$ cat config.mk
export PLATFORM = sky130hd
export DESIGN_NAME = staw_ctrl
export DESIGN_NICKNAME = d
export VERILOG_FILES = /design/src/design/staw_pkg.sv /design/src/design/staw_ctrl.sv
export SDC_FILE = /design/constraint.sdc
export NUM_CORES = 1
export LEC_CHECK = 0
export BUFFER_PORTS_ARGS = -buffer_cell sky130_fd_sc_hd__buf_2
export CORE_AREA = 2 2 39 41
export CTS_CLUSTER_DIAMETER = 60
export DETAILED_ROUTE_END_ITERATION = 16
export DIE_AREA = 0 0 41 43
export GPL_ROUTABILITY_DRIVEN = 0
export PLACE_DENSITY = 0.63
export SETUP_SLACK_MARGIN = 0.5
export SLEW_MARGIN = 20
export SYNTH_ARGS = -nofsm -noshare
export SYNTH_HDL_FRONTEND = slang
export SYNTH_SLANG_ARGS = --single-unit
$ cat constraint.sdc
create_clock -name clk -period 1.68 [get_ports clk]
set_clock_uncertainty 0.15 [all_clocks]
set_input_delay 0.168 -clock clk [delete_from_list [all_inputs] [get_ports clk]]
set_output_delay 0.168 -clock clk [all_outputs]
set_load 0.005 [all_outputs]
$ cat src/design/staw_pkg.sv
// Shared constants, codes and payload types of the strided tensor axpby walker.
package staw_pkg;

	localparam int MAX_ORDER   = 8;
	localparam int EXTENT_BITS = 16;
	localparam int ADDR_BITS   = 32;
	localparam int VALUE_BITS  = 32;
	localparam int FRAC_BITS   = 16;

	localparam int DIM_W      = 3;   // dim_index field width
	localparam int DIMS_W     = 4;   // dims_in_use register width
	localparam int CMD_W      = 2;
	localparam int KIND_W     = 2;
	localparam int CFG_IDX_W  = 2;
	localparam int CFG_DATA_W = 32;

	localparam int PROD_W = 2 * VALUE_BITS;
	localparam int SUM_W  = PROD_W + 2;
	localparam logic signed [SUM_W-1:0] ROUND_BIAS = SUM_W'(1) <<< (FRAC_BITS - 1);

	typedef enum logic [CMD_W-1:0] {
		CMD_LOAD  = 2'd0,
		CMD_START = 2'd1,
		CMD_ELEM  = 2'd2
	} cmd_e;

	typedef enum logic [KIND_W-1:0] {
		KIND_ANNOUNCE = 2'd0,
		KIND_ELEM     = 2'd1,
		KIND_EMPTY    = 2'd2
	} kind_e;

	typedef enum logic [CFG_IDX_W-1:0] {
		CFG_ALPHA = 2'd0,
		CFG_BETA  = 2'd1,
		CFG_DIMS  = 2'd2
	} cfg_idx_e;

	typedef enum logic [2:0] {
		ST_IDLE,
		ST_LOAD,
		ST_START,
		ST_MUL,
		ST_STEP,
		ST_EMIT
	} state_e;

	typedef struct packed {
		logic [CMD_W-1:0]              cmd;
		logic [DIM_W-1:0]              dim_index;
		logic [EXTENT_BITS-1:0]        extent;
		logic [ADDR_BITS-1:0]          stride_x;
		logic [ADDR_BITS-1:0]          stride_y;
		logic [ADDR_BITS-1:0]          stride_z;
		logic signed [VALUE_BITS-1:0]  x_value;
		logic signed [VALUE_BITS-1:0]  y_value;
	} item_t;

	typedef struct packed {
		kind_e                         kind;
		logic signed [VALUE_BITS-1:0]  z_value;
		logic [ADDR_BITS-1:0]          z_addr;
		logic [ADDR_BITS-1:0]          next_x_addr;
		logic [ADDR_BITS-1:0]          next_y_addr;
		logic                          last;
		logic                          saturated;
	} result_t;

	typedef struct packed {
		logic                   en;
		logic [CFG_IDX_W-1:0]   index;
		logic [CFG_DATA_W-1:0]  data;
	} cfg_wr_t;

	typedef struct packed {
		logic   capture;
		logic   load_entry;
		logic   start_clear;
		logic   elem_begin;
		logic   step;
		logic   out_load;
		kind_e  kind;
		logic   last;
	} dp_cmd_t;

	typedef struct packed {
		logic empty;
		logic order_zero;
		logic carry;
		logic last_dim;
	} dp_stat_t;

endpackage

$ cat src/design/staw_ctrl.sv
// Walker controller: command sequencing, walk flag and result handshake.
module staw_ctrl import staw_pkg::*; (
	input  logic             clk,
	input  logic             arst_n,
	input  logic             in_valid,
	input  logic [CMD_W-1:0] in_cmd,
	output logic             in_ready,
	input  logic             out_ready,
	output logic             out_valid,
	input  dp_stat_t         stat,
	output dp_cmd_t          cmd
);

	state_e state_q, state_d;
	logic   walking_q, walking_d;
	kind_e  kind_q, kind_d;
	logic   last_q, last_d;
	logic   out_valid_q, out_valid_d;

	always_ff @(posedge clk or negedge arst_n) begin
		if (!arst_n) begin
			state_q     <= ST_IDLE;
			walking_q   <= 1'b0;
			kind_q      <= KIND_ANNOUNCE;
			last_q      <= 1'b0;
			out_valid_q <= 1'b0;
		end else begin
			state_q     <= state_d;
			walking_q   <= walking_d;
			kind_q      <= kind_d;
			last_q      <= last_d;
			out_valid_q <= out_valid_d;
		end
	end

	always_comb begin
		logic done;
		done        = stat.order_zero | stat.carry;
		state_d     = state_q;
		walking_d   = walking_q;
		kind_d      = kind_q;
		last_d      = last_q;
		out_valid_d = out_valid_q & ~out_ready;
		cmd         = '0;
		cmd.kind    = kind_q;
		cmd.last    = last_q;
		in_ready    = (state_q == ST_IDLE);
		unique case (state_q)
			ST_IDLE: begin
				if (in_valid) begin
					cmd.capture = 1'b1;
					unique case (in_cmd)
						CMD_LOAD:  state_d = ST_LOAD;
						CMD_START: state_d = ST_START;
						CMD_ELEM:  state_d = walking_q ? ST_MUL : ST_IDLE;
						default:   state_d = ST_IDLE;
					endcase
				end
			end
			ST_LOAD: begin
				cmd.load_entry = 1'b1;
				state_d        = ST_IDLE;
			end
			ST_START: begin
				cmd.start_clear = 1'b1;
				walking_d       = ~stat.empty;
				kind_d          = stat.empty ? KIND_EMPTY : KIND_ANNOUNCE;
				last_d          = stat.empty;
				state_d         = ST_EMIT;
			end
			ST_MUL: begin
				cmd.elem_begin = 1'b1;
				state_d        = ST_STEP;
			end
			ST_STEP: begin
				cmd.step = 1'b1;
				if (stat.order_zero || !stat.carry || stat.last_dim) begin
					kind_d  = KIND_ELEM;
					last_d  = done;
					state_d = ST_EMIT;
					if (done) begin
						walking_d = 1'b0;
					end
				end
			end
			ST_EMIT: begin
				if (!out_valid_q || out_ready) begin
					cmd.out_load = 1'b1;
					out_valid_d  = 1'b1;
					state_d      = ST_IDLE;
				end
			end
			default: state_d = ST_IDLE;
		endcase
	end

	assign out_valid = out_valid_q;

endmodule

==> impl_metrics.csv <==
group,metric,value,unit
cts,cts_tree,"yes",
timing,timing.setup.tns,0,ns
finish,num-nets-final,91,
cts,cts_buffers,3,
drt,postRouteAntennaNets,0,
die,core_area,1380,µm²
die,initial_utilization,0.335,
setup_path,worstPathMaxFanout,4,
logic_synthesis,synth_sequential_area_ratio,0.432,
global_routing,first_global_vias,417,
setup_path,max_stage_delay,0.45,ns
power,leakage,0.000361,µW
timing,period_needed,1.58,ns
die,die_width,41,µm
setup_path,crit_type,"flop to primary output",
drt,vias_per_cell,4.96,
setup_path,cp_cell_sequence,"or3b_4, clkinv_2, buf_6",
finish,num-fill-cells,138,
logic_synthesis,synth_seq_cells,8,
logic_synthesis,synth_nets,58,
logic_synthesis,synth_warnings,0,
setup_path,worstSetupEndpointType,"primary output",
setup_path,cpLargestDelayFamily,"flip-flops",
cts,worst_skew_pair.late_latency,0.27,ns
min_path,holdCritPathClass,"input port to flop",
cts,post_cts_clock_slew_at_the_launch_and_capture_registers_of_the_worst_setup_and_hold_paths,0.06,ns
die,io_pins,21,
timing,maxSlewHeadroom,0.838,
die,chipHeight,43,µm
finish,finalCoreUtilization,0.519,
placement,port_buffers,20,
power,p_per_area,1480,nW/µm²
finish,layout.cells.most_common_list,"buf_2, buf_4, dfrtp_1, nor2_1, nand2b_1",
placement,dpl.hpwl,754,µm
logic_synthesis,dominantRegCellSynth,"dfrtp_1",
logic_synthesis,yosys.cell_types.count,28,
timing,final.setup.worst_slack,0.0992,ns
flow_run,maxCapViolCount,0,
finish,diodes_inserted,0,
logic_synthesis,synthesis.area_per_instance,9.64,µm²
timing,timing.final.hold_violations,0,
logic_synthesis,synth_edf_count,0,
timing,slew_at_the_pin_with_the_worst_max_slew_slack,0.241,ns
timing,max_freq,633,MHz
drt,drt_first_pass_iters,3,
logic_synthesis,synth-async-reset-ratio,1.00,
die,fp.dieArea,1760,µm²
drt,post-route-drc-count,0,
status,outcome,"finished clean",
setup_path,cp.required,1.36,ns
logic_synthesis,synthesis.instances,48,
global_routing,grt_remaining_overflow,0,
global_routing,grt_start_max_net_pins,9,
setup_path,slowest_stage_cell_on_the_critical_path,"dfrtp_2",
timing,report.final.setup_viol,0,
global_routing,number_of_antenna_violations_at_the_first_check_in_global_routing,0,
global_routing,grt_pass1_wl,1.72,mm
placement,preCtsSetupSlack,0.259,ns
setup_path,critical_path_buf_inv_count,2,
power,vdd_ir_drop_max,0.000722,V
drt,avgRoutedWirePerCell,11.7,µm
cts,clockRootBuffer,"clkbuf_4",
die,fp-row-count,14,
logic_synthesis,synth_area,463,µm²
cts,cts_max_level,1,
finish,most_common_cell_after_layout_fill_and_taps_aside,"buf_2",
setup_path,cp_data_arrival_time,1.26,ns
timing,max_slew_violation_count,0,
finish,final_layout_size_suffix_gt1_frac,0.582,
drt,vias,471,
timing,hold_slack,0.0316,ns
drt,dr.first_iter.drc_count,4,
finish,synthToLayoutAreaGrowth,55.1,%
timing,finalCritPeriodShare,0.941,
drt,finalWirelength,1.11,mm
power,overall_power_after_layout,1060,µW
setup_path,worstSetupStartpointType,"flop",
cts,cts_num_sinks,8,
global_routing,grtUsageTotal,0.151,
cts,cts-root-to-sink-buffers,2,
timing,rsz_0062_raised_after_global_routing,"yes",
## worst reg2reg max path: stages (launching register included)
cell and delay, ns:
dfrtp_2 0.45, or3b_4 0.40, buf_4 0.15, buf_6 0.12, o311ai_2 0.06, o21ai_1 0.10
## cell families after synthesis
group | Yosys count | share of synthesized area
simple gates | 24 | 0.349
compound gates | 10 | 0.149
flops | 8 | 0.432
buf+inv | 6 | 0.0702
## report_power, final
part	switching [µW]	total, µW	internal, µW	leakage (µW)
clock	71.0	153	82.1	0.0000138
combinational	234	570	336	0.000249
sequential	68.8	341	272	0.0000978
total	373	1060	690	0.000361
## flip-flops by register name (all words and copies together), names as in the netlist
register	count
state_q	3
kind_q	2
last_q	1
out_valid	1
walking_q	1
## per-layer routing
metal,part of all wire,vias to the layer above,track usage
met1,0.43,221,0.178
met4,0.013,0,0.0600
met3,0.077,2,0.0942
met2,0.48,16,0.213
li1,-,232,-
met5,0,-,0
## cells in the mapped netlist, types with 2 or more instances
cell type  count  area [µm²]
nor4_1         2        12.5
dfrtp_1        8         200
nor3_2         2        20.0
nand2b_1       5        31.3
inv_1          2        7.51
nor2_1         4        15.0
buf_4          2        15.0
and2_1         2        12.5
or3b_4         2        22.5
## per-stage QoR
step / std cells / area (µm²)
2_1_floorplan: 48 / 465
3_3_place_gp: 81 / 563
3_5_place_dp: 81 / 563
4_1_cts: 92 / 668
5_1_grt: 95 / 718
6_report: 95 / 718
## final cells by class
class | count | area, µm² | share of cell area
Clock buffer | 3 | 22.5 | 0.0314
Inverter | 3 | 12.5 | 0.0174
Multi-Input combinational cell | 34 | 258 | 0.359
Sequential cell | 8 | 204 | 0.284
Tap cell | 16 | 20.0 | 0.0279
Timing Repair Buffer | 31 | 201 | 0.280
## what timing repair did
item	in CTS	in global routing
hold buffers	2	0
setup endpoints to repair	13	14
setup buffers	6	3
gates resized for setup	5	7
gates cloned	0	0
endpoints found under the hold margin	9	0
pin swaps	2	1
## worst paths after layout
kind / from / end / slack [ns] / depth (start not counted)
min in group asynchronous: arst_n / out_valid$_DFF_PN0_ / 0.12 / 2
hold / removal: in_cmd[1] / state_q[1]$_DFFE_PN0P_ / 0.03 / 3
max in group asynchronous: arst_n / state_q[1]$_DFFE_PN0P_ / 1.05 / 2
hold reg to reg: kind_q[0]$_DFFE_PN0P_ / kind_q[0]$_DFFE_PN0P_ / 0.33 / 1
setup / recovery: state_q[0]$_DFFE_PN0P_ / cmd[6] / 0.1 / 3
setup reg to reg: state_q[0]$_DFFE_PN0P_ / walking_q$_DFFE_PN0P_ / 0.11 / 5
(Power assumes the default switching activity.)
